==> src/rtl/lrs_pkg.sv <==
// Shared types and constants for the linear resampler
package lrs_pkg;

    localparam int FRACTION_BITS = 16;
    localparam int MAX_RESULTS   = 64;
    localparam int VAL_W         = 34;
    localparam int RATE_W        = 19;
    localparam int CNT_W         = 32;
    localparam int FMT_W         = 2;
    localparam int PCM_W         = 16;
    localparam int DIV_W         = 52;
    localparam int SHORT_BITS    = RATE_W + FRACTION_BITS;
    localparam int DCNT_W        = $clog2(DIV_W + 1);
    localparam int N_W           = $clog2(MAX_RESULTS + 1);
    localparam int QUEUE_DEPTH   = 2;
    localparam int QPTR_W        = $clog2(QUEUE_DEPTH);
    localparam int QCNT_W        = $clog2(QUEUE_DEPTH + 1);
    localparam int CFG_IDX_W     = 2;

    localparam logic [RATE_W-1:0] RESET_RATE = RATE_W'(44100);

    typedef enum logic [FMT_W-1:0] {
        FMT_INT16   = 2'd0,
        FMT_INT24   = 2'd1,
        FMT_INT32   = 2'd2,
        FMT_FLOAT32 = 2'd3
    } fmt_t;

    typedef enum logic [CFG_IDX_W-1:0] {
        CFG_SOURCE_FORMAT = 2'd0,
        CFG_SOURCE_RATE   = 2'd1,
        CFG_TARGET_RATE   = 2'd2
    } cfg_idx_t;

    typedef struct packed {
        logic [31:0] raw_sample;
        logic        final_input;
    } in_item_t;

    typedef struct packed {
        logic signed [PCM_W-1:0] pcm_out;
        logic                    sample_valid;
        logic                    stream_end;
    } out_item_t;

    typedef struct packed {
        logic signed [VAL_W-1:0] value;
        logic                    last;
    } q_item_t;

    typedef struct packed {
        logic              start;
        logic              short_op;
        logic [DIV_W-1:0]  dividend;
        logic [RATE_W-1:0] divisor;
    } div_req_t;

    typedef struct packed {
        logic              done;
        logic [DIV_W-1:0]  quotient;
        logic [RATE_W-1:0] remainder;
    } div_rsp_t;

    typedef enum logic [3:0] {
        ST_IDLE,
        ST_KT,
        ST_MUL,
        ST_CMP,
        ST_DIVP,
        ST_DIVQ,
        ST_INTERP,
        ST_CLAMP,
        ST_SCALE,
        ST_EMIT,
        ST_DIVS,
        ST_FINISH
    } back_state_t;

endpackage

==> src/rtl/lrs_fifo.sv <==
// Short queue between the input side and the output sequencer
module lrs_fifo (
    input  logic              clk,
    input  logic              rst_n,
    input  logic              push,
    input  lrs_pkg::q_item_t  push_data,
    output logic              full,
    input  logic              pop,
    output logic              not_empty,
    output lrs_pkg::q_item_t  pop_data
);
    import lrs_pkg::*;

    q_item_t            mem_reg [QUEUE_DEPTH];
    logic [QPTR_W-1:0]  wr_reg;
    logic [QPTR_W-1:0]  wr_next;
    logic [QPTR_W-1:0]  rd_reg;
    logic [QPTR_W-1:0]  rd_next;
    logic [QCNT_W-1:0]  cnt_reg;
    logic [QCNT_W-1:0]  cnt_next;

    assign full      = (cnt_reg == QCNT_W'(QUEUE_DEPTH));
    assign not_empty = (cnt_reg != '0);
    assign pop_data  = mem_reg[rd_reg];

    always_comb
    begin
        wr_next  = push ? QPTR_W'(wr_reg + 1'b1) : wr_reg;
        rd_next  = pop ? QPTR_W'(rd_reg + 1'b1) : rd_reg;
        cnt_next = cnt_reg;
        if (push && !pop)
            cnt_next = QCNT_W'(cnt_reg + 1'b1);
        else if (pop && !push)
            cnt_next = QCNT_W'(cnt_reg - 1'b1);
    end

    always_ff @(posedge clk)
    begin
        if (push)
            mem_reg[wr_reg] <= push_data;
    end

    always_ff @(posedge clk or negedge rst_n)
    begin
        if (!rst_n)
        begin
            wr_reg  <= '0;
            rd_reg  <= '0;
            cnt_reg <= '0;
        end
        else
        begin
            wr_reg  <= wr_next;
            rd_reg  <= rd_next;
            cnt_reg <= cnt_next;
        end
    end

endmodule

==> config.mk <==
export PLATFORM = sky130hd
export DESIGN_NAME = lrs_fifo
export DESIGN_NICKNAME = d
export VERILOG_FILES = /design/src/rtl/lrs_pkg.sv /design/src/rtl/lrs_fifo.sv
export SDC_FILE = /design/constraint.sdc
export NUM_CORES = 1
export LEC_CHECK = 0
export BUFFER_PORTS_ARGS = -buffer_cell sky130_fd_sc_hd__buf_2
export CAP_MARGIN = 30
export CORE_MARGIN = 8
export CORE_UTILIZATION = 47
export DETAILED_ROUTE_END_ITERATION = 10
export PLACE_DENSITY = 0.72
export SLEW_MARGIN = 15
export SYNTH_ARGS = -nofsm -noshare
export SYNTH_HDL_FRONTEND = slang
export SYNTH_SLANG_ARGS = --single-unit
==> constraint.sdc <==
create_clock -name clk -period 2.8 [get_ports clk]
set_input_delay 0.42 -clock clk [delete_from_list [all_inputs] [get_ports clk]]
set_output_delay 0.42 -clock clk [all_outputs]
set_load 0.01 [all_outputs]
======== Yosys cells after proc, flatten, opt, wreduce, memory -nomap -nowiden ========
Memories as Yosys holds them, arrays and structs flattened.
Cells that the tools add are included.
operators by class
  reduce and logical (&&, ||, !) cells .... 6
  equal/unequal tests ..................... 1
  add/subtract/negate cells ............... 4
  multiplexer cells ....................... 4
operators by type and width
  kind                                              count
  2-to-1 mux 2 bit                                  2
  nonzero test 2 bit                                2
  adder 1 bit, second input constant                2
  adder 2 x 1 -> 2 bit, second input constant       1
  equality test 2 bit, second input constant        1
  logical AND 1 bit                                 2
  logical NOT 1 bit                                 2
  2-to-1 mux 1 bit                                  2
  subtractor 2 x 1 -> 2 bit, second input constant  1
storage, ports and cells
  memories kept ........................... 1
  word-level logic and storage cells ...... 19
  input bits .............................. 39
  register bits ........................... 4
  RAM bits ................................ 70
  output and inout port bits .............. 37
memory list
  name     words  width  rd ports  clocked after memory_dff  write ports  RTL line        RTL
  mem_reg  2      35     1         0                         1            lrs_fifo.sv:14  q_item_t mem_reg [QUEUE_DEPTH];

======== Logic depth before layout (Yosys ltp) ========
  depth after elaboration ................. 4
  mapped depth ............................ 5
  depth with buffers taken out ............ 5

======== Worst setup path before layout ========
No wires, ideal clock.
  path kind ............................... input to register
  from .................................... in push
  to ...................................... mem mem_reg[0][0] in the netlist's numbering (enable)
  library setup time ...................... 0.431 ns
  stages on the path ...................... 1
  path buffers ............................ 0
  slack ................................... 0.373 ns
  data arrival time ....................... 1.996 ns
  required time ........................... 2.369 ns
  path through ............................ nor2b_1
between the ends
  longest elaborated chain between the ends .. 2
RTL lines
  item                                    RTL line        RTL
  start, declared                         lrs_fifo.sv:5   input logic push,
  2-to-1 mux 1 bit                        lrs_fifo.sv:39  if (push)
  2-to-1 mux 1 bit (not written as such)  lrs_fifo.sv:40  mem_reg[wr_reg] <= push_data;
  end, declared                           lrs_fifo.sv:14
Every way passes these cells.

==> key figures <==
Outcome
  – Status: finished, final reports clean

Synth
  – Largest family of logic cells by synthesized area: multiplexers
  – Mean Syn Cell Area: between 20 and 25 sq um
  – Post-synthesis cell area: 2870 sq um
  – Yosys warning count: 0
  – Synth Area in Compound Gates: 0%
  – Synth Area in XOR/XNOR: 1.53%
  – Multiplexer share of the synthesized area: ~18%
  – Yosys top cell by area: edfxtp_1
  – Commonest cells in the netlist: edfxtp_1 (70), mux2_4 (29), mux2_2 (6)
  – Yosys reg bits: 74
  – Number of flops mapped to enable cells by yosys: 70
  – Post-synth ARST share: approximately 5.4%
  – Cell with the most instances after synthesis: edfxtp_1
  – Yosys top cell area share: ~73%
  – Post-Synth Simple-Gate Area: 1.00%
  – Area contributors post-synth: edfxtp_1 (73%), mux2_4 (15%), dfrtp_1 (3.5%), mux2_2 (2.4%), buf_12 (2.1%)
  – Syn Inst Count: approximately 130
  – Sequential element share of the synthesized area: about three quarters
  – Syn_nets: between 150 and 200
  – Main synth FF type: edfxtp_1
  – Post-Synth Adder-Cell Area: less than 1%
  – Yosys cell types: 14

Route
  – DR top layer: met4
  – Drt wl/cell: 16.6 um
  – Remaining DRCs: 0
  – Detail Route Antenna Nets: 0
  – Met3 routed WL: about 490 um
  – Drt total wl: around 4800 um
  – 1st-pass router iterations: 4
  – Total number of vias: approximately 1.4k
  – WL met2: 2180 um
  – DRT iter0 DRCs: between 50 and 60
  – Wire length on met1: ~2100 um
  – Vias per cell: approximately 4.7

Worst setup path
  – WP data arrival: between 1500 and 2000 ps
  – Critical Path Source Type: flip-flop
  – Max stage delay cell, worst path: dfrtp_2
  – Worst reg2reg path startpoint: wr_reg
  – Worst Reg2Reg Path Length in Cells: 1
  – CP cell instances: buf_4, mux2_4, buf_2
  – CP Data Required Time: approximately 2400 ps
  – CP peak stage delay: roughly 670 ps
  – Worst R2R Setup Slack: ~1300 ps
  – Crit path kind: flip-flop to primary output
  – Crit path max-delay family: flip-flops
  – CP max FO: 17
  – R2r endpoint: mem_reg[1][29]
  – Crit. End Element: primary output
  – WP buf/inv: 2

Floorplan
  – Die W: 94.1 um
  – Total core area: about 5900 sq um
  – Initial core utilization: between 40% and 50%
  – IO Count: 76
  – Die Span Y: roughly 94 um
  – Row count: 28
  – Die area: 8850 sq um

Layout
  – Fillers: roughly 460
  – Antenna cells: 0
  – Layout cells sized above 1: about three fifths
  – Core Util, Final: between 50% and 60%
  – Layout area overhead: 21.0%
  – Number of flip-flops in the largest register: 70
  – Reg area: between 2000 and 2500 sq um
  – Footprint of the multi-input gates: around 600 sq um
  – Design Area, Final: approximately 3500 sq um
  – Fin nets: between 200 and 300

Placement
  – Detailed placement HPWL: between 3000 and 4000 um
  – Area after DPL: between 3000 and 4000 sq um
  – GPL Wtd Cong: 0.672
  – PortBufs: 75

Timing
  – Post-Route Setup TNS: 0 ps
  – Final Hold Fails: 0
  – Slew headroom: between 40% and 50%
  – Worst Skew: 4.36 ps
  – Worst-Margin Slew: between 800 and 900 ps
  – Final setup violation count: 0
  – RSZ-0062 raised after global routing: no
  – Slew Viols, Final: 0
  – WHS: between 200 and 300 ps
  – Fmax: approximately 450 MHz
  – Final min period: between 2000 and 2500 ps
  – Fin crit share: 79.3%

Power and ir drop
  – Lkg Pwr: ~1.4 nW
  – Power density over the cells: around 950 nW/um^2
  – Clock share of power: approximately 20%
  – Logic gate share of total power: between 30% and 40%
  – Sw Share: 28.6%
  – Total power: 0.00330 W
  – Reg power frac: 48.7%
  – Internal Pwr Total: around 0.0024 W
  – Peak supply drop: around 0.56 mV
  – Switching power: around 0.00094 W

Clock tree
  – Root buffer cell: clkbuf_8
  – Sink Count: 74
  – Clk_lat worst skew: between 300 and 400 ps
  – CTS resizes: 0
  – Clock-pin slew on the worst setup and hold paths: around 70 ps
  – Post-CTS setup buffer count: 0
  – CTS Buf Count: 9
  – CTS tree: yes
  – H-Tree Depth: 3
  – Post-CTS Hold Fix Bufs: 1
  – Clock Path Buffers: 2

Global routing
  – Initial antenna violation count: 0
  – Total track usage: between 10% and 20%
  – First-pass GRT wire length: 7490 um
  – Vias in the first global route: between 1.5k and 2k
  – GRT overflow: 0
  – Largest net degree at the start of global routing: 36

Min path
  – Hold EP: mem_reg[0][15]
  – Hold path startpoint: push_data[15]
  – Hold crit path type: input port to flip-flop
  – Hold depth: 1

Flow run
  – Max-Cap Viols: 0
==> power groups by stage <==
stage / registers [W] / clock network [W] / logic, W
after floorplan: 0.00155 / 0 / 0.000853
after detailed placement: 0.00163 / 0 / 0.00108
after global placement: 0.00162 / 0 / 0.00107
final: 0.00160 / 0.000642 / 0.00105
after global routing: 0.00163 / 0.000714 / 0.00114
after CTS: 0.00161 / 0.000664 / 0.00108
==> routing by layer <==
layer  GRT usage [%]  vias to the layer above
met3            5.68                        2
li1                -                      656
met1            13.2                      659
met4            5.94                        0
met5               0                        -
met2            17.1                       57
==> layout make-up <==
type / instances / share of cell area, %
sequential: 74 / 63.5
multi-input combinational: 46 / 17.2
timing repair buffer: 79 / 12.1
clock buffer: 10 / 3.68
tap: 75 / 2.71
clock inverter: 5 / 0.649
inverter: 1 / 0.108
==> metrics by stage <==
stage,cells,worst slack (ps)
after global routing,290,478
after CTS,290,548
after global placement,274,947
after floorplan,125,373
after detailed placement,274,914
final,290,579
==> worst max-delay path by stage <==
| stage | from | end | slack (ps) | cells past startpoint |
|---|---|---|---|---|
| global placement | rd_reg | pop_data[8] | 950 | 3 |
| floorplan | push | mem_reg[0][0] | 370 | 1 |
| detailed placement | rd_reg | pop_data[25] | 910 | 3 |
| finish | rd_reg | pop_data[25] | 580 | 3 |
| global route | rd_reg | pop_data[25] | 480 | 3 |
| CTS | rd_reg | pop_data[25] | 550 | 3 |
==> kinds of logic after synthesis <==
kind of cell | Yosys count
flip-flops | 74
multiplexers | 35
XOR/XNOR | 5
buffers and inverters | 5
AND/OR/NAND/NOR | 5
adder cells (fa/ha/maj) | 1
==> placed cells by master (no fill, tap or decap), drive strengths merged, types with 2 or more instances in the layout <==
cell type  Yosys  routed
edfxtp        70      70
clkinv         0       5
buf            4      78
nor2b          2       2
clkbuf         0      10
dfrtp          4       4
mux2          35      35
xor2           4       4
Note: power is estimated with default switching activity, not from simulation.
