## src/rtl/lrs_pkg.sv

```systemverilog
// Shared types and constants for the linear resampler
package lrs_pkg;

    localparam int FRACTION_BITS = 16;
    localparam int MAX_RESULTS   = 64;
    localparam int VAL_W         = 34;
    localparam int RATE_W        = 19;
    localparam int CNT_W         = 32;
    localparam int FMT_W         = 2;
    localparam int PCM_W         = 16;
    localparam int DIV_W         = 52;
    localparam int SHORT_BITS    = RATE_W + FRACTION_BITS;
    localparam int DCNT_W        = $clog2(DIV_W + 1);
    localparam int N_W           = $clog2(MAX_RESULTS + 1);
    localparam int QUEUE_DEPTH   = 2;
    localparam int QPTR_W        = $clog2(QUEUE_DEPTH);
    localparam int QCNT_W        = $clog2(QUEUE_DEPTH + 1);
    localparam int CFG_IDX_W     = 2;

    localparam logic [RATE_W-1:0] RESET_RATE = RATE_W'(44100);

    typedef enum logic [FMT_W-1:0] {
        FMT_INT16   = 2'd0,
        FMT_INT24   = 2'd1,
        FMT_INT32   = 2'd2,
        FMT_FLOAT32 = 2'd3
    } fmt_t;

    typedef enum logic [CFG_IDX_W-1:0] {
        CFG_SOURCE_FORMAT = 2'd0,
        CFG_SOURCE_RATE   = 2'd1,
        CFG_TARGET_RATE   = 2'd2
    } cfg_idx_t;

    typedef struct packed {
        logic [31:0] raw_sample;
        logic        final_input;
    } in_item_t;

    typedef struct packed {
        logic signed [PCM_W-1:0] pcm_out;
        logic                    sample_valid;
        logic                    stream_end;
    } out_item_t;

    typedef struct packed {
        logic signed [VAL_W-1:0] value;
        logic                    last;
    } q_item_t;

    typedef struct packed {
        logic              start;
        logic              short_op;
        logic [DIV_W-1:0]  dividend;
        logic [RATE_W-1:0] divisor;
    } div_req_t;

    typedef struct packed {
        logic              done;
        logic [DIV_W-1:0]  quotient;
        logic [RATE_W-1:0] remainder;
    } div_rsp_t;

    typedef enum logic [3:0] {
        ST_IDLE,
        ST_KT,
        ST_MUL,
        ST_CMP,
        ST_DIVP,
        ST_DIVQ,
        ST_INTERP,
        ST_CLAMP,
        ST_SCALE,
        ST_EMIT,
        ST_DIVS,
        ST_FINISH
    } back_state_t;

endpackage

```

## src/rtl/lrs_div.sv

```systemverilog
// Restoring divider, one quotient bit per cycle
module lrs_div (
    input  logic               clk,
    input  logic               rst_n,
    input  lrs_pkg::div_req_t  req,
    output lrs_pkg::div_rsp_t  rsp
);
    import lrs_pkg::*;

    logic [DIV_W-1:0]  dvd_reg;
    logic [DIV_W-1:0]  dvd_next;
    logic [DIV_W-1:0]  quo_reg;
    logic [DIV_W-1:0]  quo_next;
    logic [RATE_W-1:0] rem_reg;
    logic [RATE_W-1:0] rem_next;
    logic [RATE_W-1:0] dsr_reg;
    logic [RATE_W-1:0] dsr_next;
    logic [DCNT_W-1:0] cnt_reg;
    logic [DCNT_W-1:0] cnt_next;
    logic              busy_reg;
    logic              busy_next;
    logic              done_reg;
    logic              done_next;
    logic [RATE_W:0]   trial;
    logic              ge;

    always_comb
    begin
        trial     = {rem_reg, dvd_reg[DIV_W-1]};
        ge        = (trial >= {1'b0, dsr_reg});
        dvd_next  = dvd_reg;
        quo_next  = quo_reg;
        rem_next  = rem_reg;
        dsr_next  = dsr_reg;
        cnt_next  = cnt_reg;
        busy_next = busy_reg;
        done_next = 1'b0;
        if (busy_reg)
        begin
            dvd_next = {dvd_reg[DIV_W-2:0], 1'b0};
            quo_next = {quo_reg[DIV_W-2:0], ge};
            rem_next = ge ? RATE_W'(trial - {1'b0, dsr_reg}) : RATE_W'(trial);
            cnt_next = DCNT_W'(cnt_reg - 1'b1);
            if (cnt_reg == DCNT_W'(1))
            begin
                busy_next = 1'b0;
                done_next = 1'b1;
            end
        end
        else if (req.start)
        begin
            // left-align the short dividend so the same loop serves both uses
            dvd_next  = req.short_op ? (req.dividend << (DIV_W - SHORT_BITS)) : req.dividend;
            cnt_next  = req.short_op ? DCNT_W'(SHORT_BITS) : DCNT_W'(DIV_W);
            quo_next  = '0;
            rem_next  = '0;
            dsr_next  = req.divisor;
            busy_next = 1'b1;
        end
    end

    always_ff @(posedge clk)
    begin
        dvd_reg <= dvd_next;
        quo_reg <= quo_next;
        rem_reg <= rem_next;
        dsr_reg <= dsr_next;
        cnt_reg <= cnt_next;
    end

    always_ff @(posedge clk or negedge rst_n)
    begin
        if (!rst_n)
        begin
            busy_reg <= 1'b0;
            done_reg <= 1'b0;
        end
        else
        begin
            busy_reg <= busy_next;
            done_reg <= done_next;
        end
    end

    assign rsp.done      = done_reg;
    assign rsp.quotient  = quo_reg;
    assign rsp.remainder = rem_reg;

endmodule

```

## config.mk

```make
export PLATFORM = sky130hd
export DESIGN_NAME = lrs_div
export DESIGN_NICKNAME = d
export VERILOG_FILES = /design/src/rtl/lrs_pkg.sv /design/src/rtl/lrs_div.sv
export SDC_FILE = /design/constraint.sdc
export NUM_CORES = 1
export LEC_CHECK = 0
export ABC_CLOCK_PERIOD_IN_PS = 6780
export BUFFER_PORTS_ARGS = -buffer_cell sky130_fd_sc_hd__buf_2
export CELL_PAD_IN_SITES_DETAIL_PLACEMENT = 0
export CELL_PAD_IN_SITES_GLOBAL_PLACEMENT = 1
export CORE_UTILIZATION = 47
export CTS_CLUSTER_SIZE = 16
export DETAILED_ROUTE_END_ITERATION = 12
export PLACE_DENSITY_LB_ADDON = 0.05
export SKIP_LAST_GASP = 1
export SYNTH_ARGS = -nofsm -noshare
export SYNTH_HDL_FRONTEND = slang
export SYNTH_SLANG_ARGS = --single-unit
export TNS_END_PERCENT = 10
```

## constraint.sdc

```tcl
create_clock -name clk -period 6.78 [get_ports clk]
set_input_delay 0 -clock clk [delete_from_list [all_inputs] [get_ports clk]]
set_output_delay 0 -clock clk [all_outputs]
set_load 0.05 [all_outputs]
```

Word level (Yosys, flattened, before mapping). Cells that the tools add are included.

Bitwise gates (word level): 1. $lt $le $gt $ge: 1. Muxes and demuxes: 16. Equal/unequal tests: 1. Reduce and logical (&&, ||, !) cells: 2. Add/sub/neg operators: 2.

Operator list (count): $mux W52 (5); $mux W19 (3); $ge A20 B19 Y1 (1); $sub A19 B19 Y19 (1); $mux W6 (2); $eq A6 B1 Y1 const B (1); $sub A6 B1 Y6 const B (1); $mux W1 (5); $mux W5 (1); $reduce_and A2 Y1 (1); $reduce_bool A2 Y1 (1); $not A1 Y1 (1).

Output and inout port bits: 72. Bits of input ports: 75. Flip-flop bits (word level): 150.

Longest topological paths before layout.
Word-level depth: 3. Depth in mapped cells: 10.

Worst setup path after synthesis. OpenSTA, ideal clock, no wires.

Path type: flip-flop to flip-flop. Start: reg busy_reg. End: reg cnt_reg[0] (enable). Period minus slack after synthesis: 3.596 ns. Buffers on the path: 1. Data arrival time: 3.115 ns. Setup slack: 3.184 ns. Cell stages (with the launch flop): 4. Data required time: 6.299 ns. Path through: dfrtp_1 > buf_2 > nor2_1 > inv_1.

Cells in the longest elaborated chain, start to end: 1.

Ends and longest elaborated chain: start, declared (line lrs_div.sv:20) `logic busy_reg;`; start signal, assigned (line lrs_div.sv:80) `busy_reg <= busy_next;`; $reduce_bool A2 Y1 (no source line); end signal, assigned (line lrs_div.sv:68) `cnt_reg <= cnt_next;`; end, declared (line lrs_div.sv:18) `logic [DCNT_W-1:0] cnt_reg;`.

No other way between the ends. A chain may end at the register's enable or synchronous reset.

Worst setup path in the final report.
Start: reg busy_reg. End: reg dsr_reg[10] (enable).

Cells in the longest elaborated chain, start to end: 2.

Ends and longest elaborated chain: $not A1 Y1 (no source line); $reduce_and A2 Y1 (no source line); end signal, assigned (line lrs_div.sv:67) `dsr_reg <= dsr_next;`; end, declared (line lrs_div.sv:16) `logic [RATE_W-1:0] dsr_reg;`.

No other way between the ends.

==> impl_metrics.yaml <==
cts:
  ctsResizeCount: 0
  clkLatencyLatePin_ps: 430
  tritoncts: "done"
  clkSinkCount: 150
  cts_root_buffer: "clkbuf_16"
  cts_buffers: 17
  cts.path.max_buffers: 2
  clk_pin_slew_worst_paths_ps: 60
  htreeDepth: 4
timing:
  tns_ps: 0
  rsz0062_at_grt: "no"
  setup_violations: 0
  tightest_slew_ps: 1150
  period_share_pct: 61.5
  maxSlewHeadroom_pct: 22.7
  max_freq_mhz: 240
  period_needed_ps: 4170
  final.setup_skew_ps: 13.8
  hold_viol_final: 0
  maxSlewViolCount: 0
grt:
  grt_overflow: 0
  antenna_found_initial: 0
  first_global_vias: 5328
  grt_max_degree: 121
  busiest_layer: "met2"
  grt_use_met1_pct: 26.4
  grt.total_usage_pct: 21.6
  grt_pass1_wl_um: 26700
  met3_usage_pct: 5.40
  met2_usage_pct: 37.2
placed_design:
  dp_hpwl_um: 10300
  globalplace.congestion: 0.777
  numPortBuffers: 146
  placed_area_mm2: 0.00819
flow_run:
  cap_violations: 0
die:
  row_count: 45
  chipWidth_um: 127
  dieArea_mm2: 0.0161
  core_mm2: 0.0152
  start_util_pct: 48.2
  die_h_um: 127
  io_pins: 147
detailed_routing:
  drt_pass1_iterations: 5
  ant_nets: 0
  drc: 0
  viasPerCell: 5.34
  wl_per_cell_um: 16.4
  routed_wl_um: 16700
  num_vias: 5446
  drt-initial-drc-count: 320
worst_setup_path:
  r2r-start: "busy_reg$_DFF_PN0_"
  cp.arrival_ps: 4160
  startpoint_type: "flip-flop"
  critical_path_class: "flip-flop to flip-flop"
  required_ps: 6770
  crit_fanout: 120
  endpoint_kind: "flip-flop"
  startpoint: "busy_reg$_DFF_PN0_"
synth:
  ys_ff_latch: 150
  syn_area_mm2: 0.00733
  synthArstFlopShare_pct: 1.33
  yosysWarnings: 0
  netlist_top_cells_count: "edfxtp_1, nand2_1, and2_1"
  synth_edf_count: 147
  syn_area_per_cell_um2: 12.3
  syn_nets: 693
  ys.flop_type: "edfxtp_1"
  yosys.area.top_type: "edfxtp_1"
  netlist_instances: 596
  synth_top_area_share_pct: 60.2
  yosysUniqueCellTypes: 53
  yosysMostFrequentCell: "edfxtp_1"
  synth_seq_area_share_pct: 61.2
  synth_area_leaders: "edfxtp_1, mux2i_1, and2_1, o21ai_0, ha_1"
power:
  irDropWorstVdd_uv: 284
  power_density_mw_per_mm2: 498
  power.leakage_uw: 0.00422
cells_and_area:
  drive_gt1_share_pct: 22.6
  final_cell_area_mm2: 0.00967
  diodes: 0
  nets: 916
  fin_util_pct: 63.6
  fillers: 1195
  syn_to_final_growth_pct: 31.9
min_path:
  min_from: "req[59]"
  hp-class: "input port to flip-flop"
outcome:
  outcome: "finished clean"
[worst paths after layout]
check | end | slack, ps | cells past startpoint
setup / recovery | dsr_reg[10]$_DFFE_PP_ | 2610 | 3
hold / removal | dvd_reg[40]$_DFFE_PP_ | 20 | 3
setup reg to reg | dsr_reg[10]$_DFFE_PP_ | 2610 | 3
hold reg to reg | dvd_reg[0]$_SDFFE_PP0P_ | 480 | 1
max in group asynchronous | busy_reg$_DFF_PN0_ | 6200 | 3
min in group asynchronous | busy_reg$_DFF_PN0_ | 440 | 3
[layout make-up]
class / instances / area [um^2] / area share (%)
timing repair buffer: 232 / 1590 / 16.4
inverter: 30 / 115 / 1.19
sequential: 150 / 4490 / 46.4
clock buffer: 21 / 470 / 4.86
clock inverter: 11 / 170 / 1.76
multi-input combinational: 388 / 2610 / 26.9
tap: 188 / 235 / 2.43
[cell families (layout without fill, tap and decap cells)]
group / Yosys count / in the layout / share of synthesized area (%)
muxes: 45 / 45 / 6.16
DFF: 150 / 150 / 61.2
AOI/OAI and AO/OA: 128 / 128 / 11.4
and+or+nand+nor: 181 / 181 / 12.7
adders and majority gates: 22 / 22 / 3.86
xor gates and xnor gates: 12 / 12 / 1.43
buffers and inverters: 58 / 294 / 3.29
[per-stage QoR]
stage               std cells  setup slack [ps]  hold slack, ps  power (uW)
floorplan                 596              3180            -296        3320
global placement          904              2610            -213        3740
detailed placement        904              2500            -212        3770
CTS                      1020              2490            7.54        4850
global route             1020              2150            14.2        5080
finish                   1020              2610            24.0        4820
[report_power, final]
group	switching [uW]	leakage (uW)	internal, uW	total [uW]
sequential	196	0.00167	1520	1710
combinational	1410	0.00224	675	2080
clock	377	0.000313	648	1030
total	1980	0.00422	2840	4820
[what timing repair did]
item / CTS / global route
hold endpoints to repair: 73 / 0
hold buffers: 84 / 0
buffers inserted: 0 / 0
[layout by cell type, fill, tap and decap left out, types with 3 or more instances in the layout]
| cell | instances |
|---|---|
| edfxtp_1 | 147 |
| buf_2 | 146 |
| dlygate4sd3_1 | 84 |
| nand2_1 | 61 |
| and2_1 | 55 |
| o21ai_0 | 53 |
| mux2i_1 | 44 |
| inv_1 | 28 |
| a21oi_1 | 27 |
| ha_1 | 21 |
| nor2_1 | 20 |
| a22o_1 | 17 |
| clkbuf_16 | 17 |
| nand2b_1 | 9 |
| xnor2_1 | 8 |
| nor3_1 | 8 |
| nand3_1 | 7 |
| or3_1 | 5 |
| a21o_1 | 5 |
| xor2_1 | 4 |
| nand4_1 | 4 |
| o211ai_1 | 4 |
| o22ai_1 | 4 |
| bufinv_16 | 4 |
| nand3b_1 | 3 |
| clkbuf_8 | 3 |
[critical path, cell delays in order (launching register included)]
cell      delay, ps
dfrtp_4        1130
clkinv_1        810
nand2_1        1050
inv_1           710
[per-layer routing]
metal	vias up	wire length (um)
li1	2635	-
met1	2638	7180
met2	150	8490
met3	23	733
met4	0	272
met5	-	0
No activity file was read; power rests on OpenSTA's default activity.
