### config.mk
export PLATFORM = sky130hd
export DESIGN_NAME = lrs_front
export DESIGN_NICKNAME = d
export VERILOG_FILES = /design/src/rtl/lrs_pkg.sv /design/src/rtl/lrs_front.sv
export SDC_FILE = /design/constraint.sdc
export NUM_CORES = 1
export LEC_CHECK = 0
export BUFFER_PORTS_ARGS = -buffer_cell sky130_fd_sc_hd__buf_4
export CAP_MARGIN = 20
export CELL_PAD_IN_SITES_DETAIL_PLACEMENT = 1
export CELL_PAD_IN_SITES_GLOBAL_PLACEMENT = 2
export CORE_ASPECT_RATIO = 2
export CORE_MARGIN = 1
export CORE_UTILIZATION = 36
export DETAILED_ROUTE_END_ITERATION = 7
export GPL_TIMING_DRIVEN = 0
export MAX_ROUTING_LAYER = met4
export PLACE_DENSITY = 0.94
export SLEW_MARGIN = 30
export SYNTH_ARGS = -nofsm -noshare
export SYNTH_HDL_FRONTEND = slang
export SYNTH_SLANG_ARGS = --single-unit
### constraint.sdc
create_clock -name vclk -period 7.7
set_input_delay 0.77 -clock vclk [all_inputs]
set_output_delay 0.77 -clock vclk [all_outputs]
set_load 0.01 [all_outputs]
### src/rtl/lrs_pkg.sv
// Shared types and constants for the linear resampler
package lrs_pkg;

    localparam int FRACTION_BITS = 16;
    localparam int MAX_RESULTS   = 64;
    localparam int VAL_W         = 34;
    localparam int RATE_W        = 19;
    localparam int CNT_W         = 32;
    localparam int FMT_W         = 2;
    localparam int PCM_W         = 16;
    localparam int DIV_W         = 52;
    localparam int SHORT_BITS    = RATE_W + FRACTION_BITS;
    localparam int DCNT_W        = $clog2(DIV_W + 1);
    localparam int N_W           = $clog2(MAX_RESULTS + 1);
    localparam int QUEUE_DEPTH   = 2;
    localparam int QPTR_W        = $clog2(QUEUE_DEPTH);
    localparam int QCNT_W        = $clog2(QUEUE_DEPTH + 1);
    localparam int CFG_IDX_W     = 2;

    localparam logic [RATE_W-1:0] RESET_RATE = RATE_W'(44100);

    typedef enum logic [FMT_W-1:0] {
        FMT_INT16   = 2'd0,
        FMT_INT24   = 2'd1,
        FMT_INT32   = 2'd2,
        FMT_FLOAT32 = 2'd3
    } fmt_t;

    typedef enum logic [CFG_IDX_W-1:0] {
        CFG_SOURCE_FORMAT = 2'd0,
        CFG_SOURCE_RATE   = 2'd1,
        CFG_TARGET_RATE   = 2'd2
    } cfg_idx_t;

    typedef struct packed {
        logic [31:0] raw_sample;
        logic        final_input;
    } in_item_t;

    typedef struct packed {
        logic signed [PCM_W-1:0] pcm_out;
        logic                    sample_valid;
        logic                    stream_end;
    } out_item_t;

    typedef struct packed {
        logic signed [VAL_W-1:0] value;
        logic                    last;
    } q_item_t;

    typedef struct packed {
        logic              start;
        logic              short_op;
        logic [DIV_W-1:0]  dividend;
        logic [RATE_W-1:0] divisor;
    } div_req_t;

    typedef struct packed {
        logic              done;
        logic [DIV_W-1:0]  quotient;
        logic [RATE_W-1:0] remainder;
    } div_rsp_t;

    typedef enum logic [3:0] {
        ST_IDLE,
        ST_KT,
        ST_MUL,
        ST_CMP,
        ST_DIVP,
        ST_DIVQ,
        ST_INTERP,
        ST_CLAMP,
        ST_SCALE,
        ST_EMIT,
        ST_DIVS,
        ST_FINISH
    } back_state_t;

endpackage

### src/rtl/lrs_front.sv
// Input side: accept samples and normalize them to Q2.31
module lrs_front (
    input  logic               in_valid,
    output logic               in_stall,
    input  lrs_pkg::in_item_t  in_data,
    input  logic [1:0]         source_format,
    input  logic               q_full,
    output logic               push,
    output lrs_pkg::q_item_t   push_data
);
    import lrs_pkg::*;

    function automatic logic signed [VAL_W-1:0] decode_float(input logic [31:0] raw);
        logic [7:0]  expo;
        logic [22:0] mant;
        logic [23:0] full;
        logic [32:0] mag;
        logic [4:0]  sh;
        expo = raw[30:23];
        mant = raw[22:0];
        full = {1'b1, mant};
        mag  = '0;
        sh   = '0;
        if (expo == 8'hFF)
        begin
            // infinity saturates, NaN reads as zero
            mag = (mant != '0) ? 33'd0 : {1'b1, 32'd0};
        end
        else if (expo == 8'd0)
        begin
            mag = '0;
        end
        else if (expo >= 8'd128)
        begin
            mag = {1'b1, 32'd0};
        end
        else if (expo >= 8'd119)
        begin
            sh  = 5'(expo - 8'd119);
            mag = 33'(full) << sh;
        end
        else if (expo >= 8'd95)
        begin
            sh  = 5'(8'd119 - expo);
            mag = 33'(full >> sh);
        end
        else
        begin
            mag = '0;
        end
        return raw[31] ? -$signed({1'b0, mag}) : $signed({1'b0, mag});
    endfunction

    logic signed [VAL_W-1:0] norm;

    always_comb
    begin
        case (fmt_t'(source_format))
            FMT_INT16: norm = VAL_W'($signed(in_data.raw_sample[15:0])) <<< 16;
            FMT_INT24: norm = VAL_W'($signed(in_data.raw_sample[23:0])) <<< 8;
            FMT_INT32: norm = VAL_W'($signed(in_data.raw_sample));
            default:   norm = decode_float(in_data.raw_sample);
        endcase
    end

    assign in_stall        = q_full;
    assign push            = in_valid && !q_full;
    assign push_data.value = norm;
    assign push_data.last  = in_data.final_input;

endmodule

---- Yosys cells after proc, flatten, opt, wreduce, memory -nomap -nowiden ----
Cells that the tools add are included.
storage, ports and cells
  register bits ........................... 0
  output and inout port bits .............. 37
  word-level logic and storage cells ...... 26
  input bits .............................. 37
operators by class
  equality and inequality tests ........... 3
  reductions and logical operators ........ 6
  shift operators ......................... 2
  order comparisons ....................... 3
  mux-type cells .......................... 9
  add/sub/neg operators ................... 3
operators with widths
  cell                 number
  $mux 33              7
  $pmux 34 s3          1
  $mux 34              1
  $neg 33->34          1
  $shl 24x5->33        1
  $shr 24x5->33        1
  $reduce_bool 23->1   1
  $ge 8x7->1 const B   2
  $eq 8x8->1 const B   1
  $ge 8x8->1 const B   1
  $logic_not 8->1      1
  $sub 5x5->5 const A  1
  $sub 5x5->5 const B  1
  $reduce_or 3->1      1
  $eq 2x1->1 const B   1
  $eq 2x2->1 const B   1
  $logic_not 2->1      1
  $logic_and 1x1->1    1
  $logic_not 1->1      1

---- Longest topological paths before layout ----
Gate-level depths: netlist of run 1.
  word-level depth ........................ 11
  mapped depth ............................ 20

---- Least setup slack after synthesis of run 1 ----
Ideal clock, no wire load.
  path kind ............................... input -> output
  start point ............................. input port in_data[24] in the netlist's numbering
  end point ............................... output port push_data[27] in the netlist's numbering
  arrival ................................. 5.233 ns
  cell stages on the path ................. 19
  slack ................................... 1.697 ns
  path buffers ............................ 8
  cells stage by stage .................... buf_6 > buf_6 > buf_6 > buf_4 > buf_2 > inv_1 > ha_1 > buf_2 > inv_2 > buf_1 > mux2_2 > a221o_1 > a21oi_1 > nand4_1 > or4_1 > buf_2 > o31ai_1 > xor2_1 > mux4_2
RTL lines
  what         RTL line        text
  from (decl)  lrs_front.sv:5  input lrs_pkg::in_item_t in_data,
  to (decl)    lrs_front.sv:9  output lrs_pkg::q_item_t push_data

==> results.cfg, run 1 <==
[timing]
rsz0062_at_grt = false
hold_viol_final = 0
slew_headroom = 0.2779
fin_crit_sh = 0.9821
whs_ns = 1.718
final_max_slew_viol_count = 0
final.setup.tns_ns = 0
setup_viol_count_final = 0
max_freq_ghz = 0.1322
tightest_slew_ns = 1.083
period_needed_ns = 7.563

[finish]
register_area_um2 = 0
clock_buffers = 0
final_util = 0.4198
area_growth_pct = 13.76
n_sequential_cell = 0
nets = 865
instances_no_fill = 1018
layout-drive-gt1-share = 0.2662

[route]
antenna_left = 0
drt-wirelength-per-cell_um = 35.15
dr.pass1.iters = 5
drc = 0
wirelength_mm = 35.78
dr_total_vias = 7282
drt_iter0_drc = 598
vias_per_cell = 7.153

[place]
gp_congestion = 1.061
port_buffers = 68
place_inst = 1018
dp_hpwl_mm = 28.11

[grt]
grt_remaining_overflow = 0
grt_max_degree = 18
track_usage = 0.4458
grt_pass1_wl_mm = 51.27
antenna_found_initial = 1
grt_pass1_vias = 7489

[worst_hold_path]
hp-class = in -> out

[critical_path]
crit_family = buffers and inverters
endpoint_kind = output pin
cp_data_arrival_time_ns = 6.79
crit_chain = buf_4 -> buf_6 -> buf_6 -> buf_6 -> buf_4 -> buf_2 -> inv_1 -> ha_1 -> buf_2 -> buf_2 -> buf_1 -> clkbuf_1 -> nor2_1 -> a21oi_1 -> o21ai_0 -> o221ai_1 -> o311a_1 -> nand3_2 -> o311ai_0 -> o41ai_1 -> a221oi_1 -> buf_4
cpPeakStageDelay_ns = 0.53
critical_path_class = in -> out
cp-start-kind = input port
crit_buf_inv = 12
cp.required_ns = 6.93
worst_path_max_delay_cell = buf_1
crit_fanout = 10

[synthesis]
synth_top_family_by_area = compound AO/OA/AOI/OAI gates
netlist_top_cells_area = mux4_2 13%, mux2_2 9.1%, mux2i_1 8.3%
netlist_area_mm2 = 0.005673
synthAdderAreaFrac = 0.01544
synth_xor_area_frac = 0.05073
synth_mux_area_frac = 0.3112
syn_inst = 751
synth.distinct_cells = 91
yosys_warnings = 0
seq_area_frac_synth = 0
synth_top_area_frac = 0.1270
synthTopCellsByCount = 54 x nand2_1, 52 x clkbuf_1, 48 x a21oi_1, 48 x nor2_1, 47 x mux2i_1
avgSynthCellArea_um2 = 7.554
synth_compound_gate_area_share = 0.3269
synth_fp_nets = 795
yosys.cell_count.top_type = nand2_1
yosysTopAreaCell = mux4_2
synthSimpleGateAreaFrac = 0.2100

[floorplanning]
start_util = 0.3690
die_h_um = 179.5
die-area_mm2 = 0.01630
core_area_mm2 = 0.01537
ios = 74
num_rows = 64
die_w_um = 90.77

[cts]
cts.hold.buffers_added = 0
ctsResizeCount = 0
cts_setup_buffers = 0

[job]
maxCapViolations = 0

[outcome]
status = completed
[per-layer routing]
layer	track usage	up-vias	routed length (um)
met5	-	-	0
met4	0.3639	0	3784
met3	0.06049	182	2308
met2	0.7488	479	17400
met1	0.4557	3556	12290
li1	-	3065	-
[cells by family (layout without fill, tap and decap cells)]
group	count (synthesis)	after routing
compound gates	253	253
xor+xnor	32	32
fa+ha+maj	7	7
buf+inv	104	172
mux	129	129
other cells	0	1
simple gates	226	226
[layout make-up]
cell class	count	area (um2)
fill	1977	8921
multi-input combinational	647	5199
timing repair buffer	69	520.5
buffer	91	439.2
tap	198	247.7
inverter	12	45.04
antenna	1	2.502
[through the flow]
| step | setup WS [ns] | area (um2) |
|---|---|---|
| floorplan | 1.697 | 5673 |
| global placement | -0.1476 | 6431 |
| detailed placement | -0.1501 | 6454 |
| CTS | 0.3073 | 6450 |
| global route | 0.007920 | 6454 |
| finish | 0.1375 | 6454 |
[layout by cell type (no fill, tap or decap), types with 6 or more instances in the layout]
cell type   n
buf_4      76
nand2_1    54
clkbuf_1   51
nor2_1     48
a21oi_1    48
mux2i_1    47
mux2_2     46
o21ai_0    32
mux4_2     32
nand3_1    24
a31oi_1    22
buf_2      20
xnor2_1    17
nor3_1     15
nor2b_1    14
nand2b_1   14
xor2_1     13
a22oi_1    12
o22ai_1    11
inv_1      10
o211ai_1   10
a21o_1     10
and3_1      9
o31ai_1     9
a211oi_1    8
or2_2       7
o21a_1      7
ha_1        7
buf_1       6
a221oi_1    6
nor4_1      6
[worst paths after layout]
check	from	to	cells after the start
setup / recovery	in_data[24]	push_data[29]	22
hold / removal	in_data[0]	push_data[0]	2
==> inputs of run 2 (changes only) <==
--- a/config.mk
+++ b/config.mk
@@ -5,14 +5,14 @@
 export SDC_FILE = /design/constraint.sdc
 export NUM_CORES = 1
 export LEC_CHECK = 0
-export BUFFER_PORTS_ARGS = -buffer_cell sky130_fd_sc_hd__buf_4
 export CAP_MARGIN = 20
 export CELL_PAD_IN_SITES_DETAIL_PLACEMENT = 1
 export CELL_PAD_IN_SITES_GLOBAL_PLACEMENT = 2
 export CORE_ASPECT_RATIO = 2
 export CORE_MARGIN = 1
-export CORE_UTILIZATION = 36
+export CORE_UTILIZATION = 40
 export DETAILED_ROUTE_END_ITERATION = 7
+export DONT_BUFFER_PORTS = 1
 export GPL_TIMING_DRIVEN = 0
 export MAX_ROUTING_LAYER = met4
 export PLACE_DENSITY = 0.94
==> run 2 against run 1 <==
Net effect:
- via count decreased by 0.55%
- routed wire length decreased by 6.0%
- setup slack improved by 0.093 ns
- clock-buffer cell count unchanged
- cell area decreased by 8.3%
- critical path type unchanged
==> results.cfg, run 2 (synthesis results as in run 1) <==
[outcome]
status = completed

[timing]
fin_crit_sh = 0.9700
max_freq_ghz = 0.1339
final_max_slew_viol_count = 0
period_needed_ns = 7.469
setup_viol_count_final = 0
slew_headroom = 0.3258
rsz0062_at_grt = false
tightest_slew_ns = 1.011
hold_viol_final = 0
final.setup.tns_ns = 0

[critical_path]
cp_data_arrival_time_ns = 6.70
worst_path_max_delay_cell = or4_1
cp-start-kind = input port
endpoint_kind = output pin
crit_chain = buf_6 -> buf_6 -> buf_6 -> buf_4 -> buf_2 -> inv_1 -> ha_1 -> buf_2 -> inv_2 -> buf_1 -> mux2i_1 -> a21boi_0 -> o311ai_0 -> a22oi_1 -> nand4_1 -> or4_1 -> buf_2 -> o31ai_1 -> xor2_1 -> mux4_2
crit_fanout = 10
cp.required_ns = 6.93
critical_path_class = in -> out
cpPeakStageDelay_ns = 0.59

[route]
dr_total_vias = 7242
antenna_left = 0
wirelength_mm = 33.64
drt-wirelength-per-cell_um = 35.75
drt_iter0_drc = 866
drc = 0
dr.pass1.iters = 6
vias_per_cell = 7.696

[finish]
diodes = 0
layout-drive-gt1-share = 0.1968
n_sequential_cell = 0
mostFrequentLayoutCell = nand2_1
clock_buffers = 0
most-common-layout-cells = 54 x nand2_1, 52 x clkbuf_1, 48 x nor2_1, 48 x a21oi_1, 47 x mux2i_1
register_area_um2 = 0
fill_cells = 1799
multiInputGateArea_mm2 = 0.005191
nets = 798
area_growth_pct = 4.345

[grt]
track_usage = 0.4650
grt_pass1_vias = 7465
antenna_found_initial = 0
grt_remaining_overflow = 0
grt_max_degree = 11
grt_pass1_wl_mm = 48.11

[job]
maxCapViolations = 0

[pwr]
power_density_mw_per_mm2 = 90.14
p_leak_nw = 2.132
peakVddDrop_mv = 0.04106
total_power_w = 0.0005336

[floorplanning]
die_w_um = 86.21
start_util = 0.4084
die_h_um = 170.4
num_rows = 61
die-area_mm2 = 0.01469
core_area_mm2 = 0.01389
ios = 74

[worst_hold_path]
min_path_cells = 1
min_to = push
hp-start = q_full
hp-class = in -> out

[place]
gp_congestion = 1.128
dp_hpwl_mm = 26.14
port_buffers = 0

[cts]
cts_setup_buffers = 0
cts.hold.buffers_added = 0
ctsResizeCount = 0
==> run 2: final cells by class <==
class	instances	share of cell area
repair buffers	1	0.0008455
well taps	189	0.03995
plain buffers	92	0.07461
multi-input cells	647	0.8770
inverters	12	0.007609
==> run 2: metrics by stage <==
step                hold WS, ns  cell area (um2)  worst slack [ns]  utilization  cells
floorplan                 1.586             5673             1.697            -    751
global placement          1.590             5909            0.4893       0.4254    940
detailed placement        1.591             5914            0.3901       0.4258    940
CTS                       1.591             5914            0.3822       0.4258    940
global route              1.597             5919           0.09615       0.4261    941
finish                    1.590             5919            0.2307       0.4261    941
==> run 2: report_power, final <==
group / internal, W / switching (W) / leakage (nW)
Sequential: 0 / 0 / 0
Combinational: 0.000184 / 0.000350 / 2.13
Clock: 0 / 0 / 0
Total: 0.000184 / 0.000350 / 2.13
==> run 2: routing by layer <==
layer	vias to the layer above	part of all wire	wire, um	track usage
li1	2938	-	-	-
met1	3515	0.33	11260	0.4749
met2	573	0.46	15460	0.7405
met3	216	0.085	2850	0.07323
met4	0	0.12	4067	0.4478
met5	-	0	0	-
==> run 2: worst max path at each step <==
stage	from	endpoint	slack, ns	cells after the start
after floorplan	in_data[24]	push_data[27]	1.70	19
after global placement	in_data[24]	push_data[27]	0.49	20
after detailed placement	in_data[24]	push_data[27]	0.39	20
after CTS	in_data[24]	push_data[27]	0.38	20
after global routing	in_data[24]	push_data[27]	0.1	20
final	in_data[24]	push_data[27]	0.23	20
==> run 2: critical path, delay by kind of cell <==
kind                     cells  cell delay [ns]
AO/OA/AOI/OAI                4             1.14
buffers and inverters       10             2.44
multiplexers                 2             1.00
AND/OR/NAND/NOR              2             0.88
adder cells (fa/ha/maj)      1             0.30
XOR/XNOR                     1             0.13
Note: power is estimated with default switching activity, not from simulation.
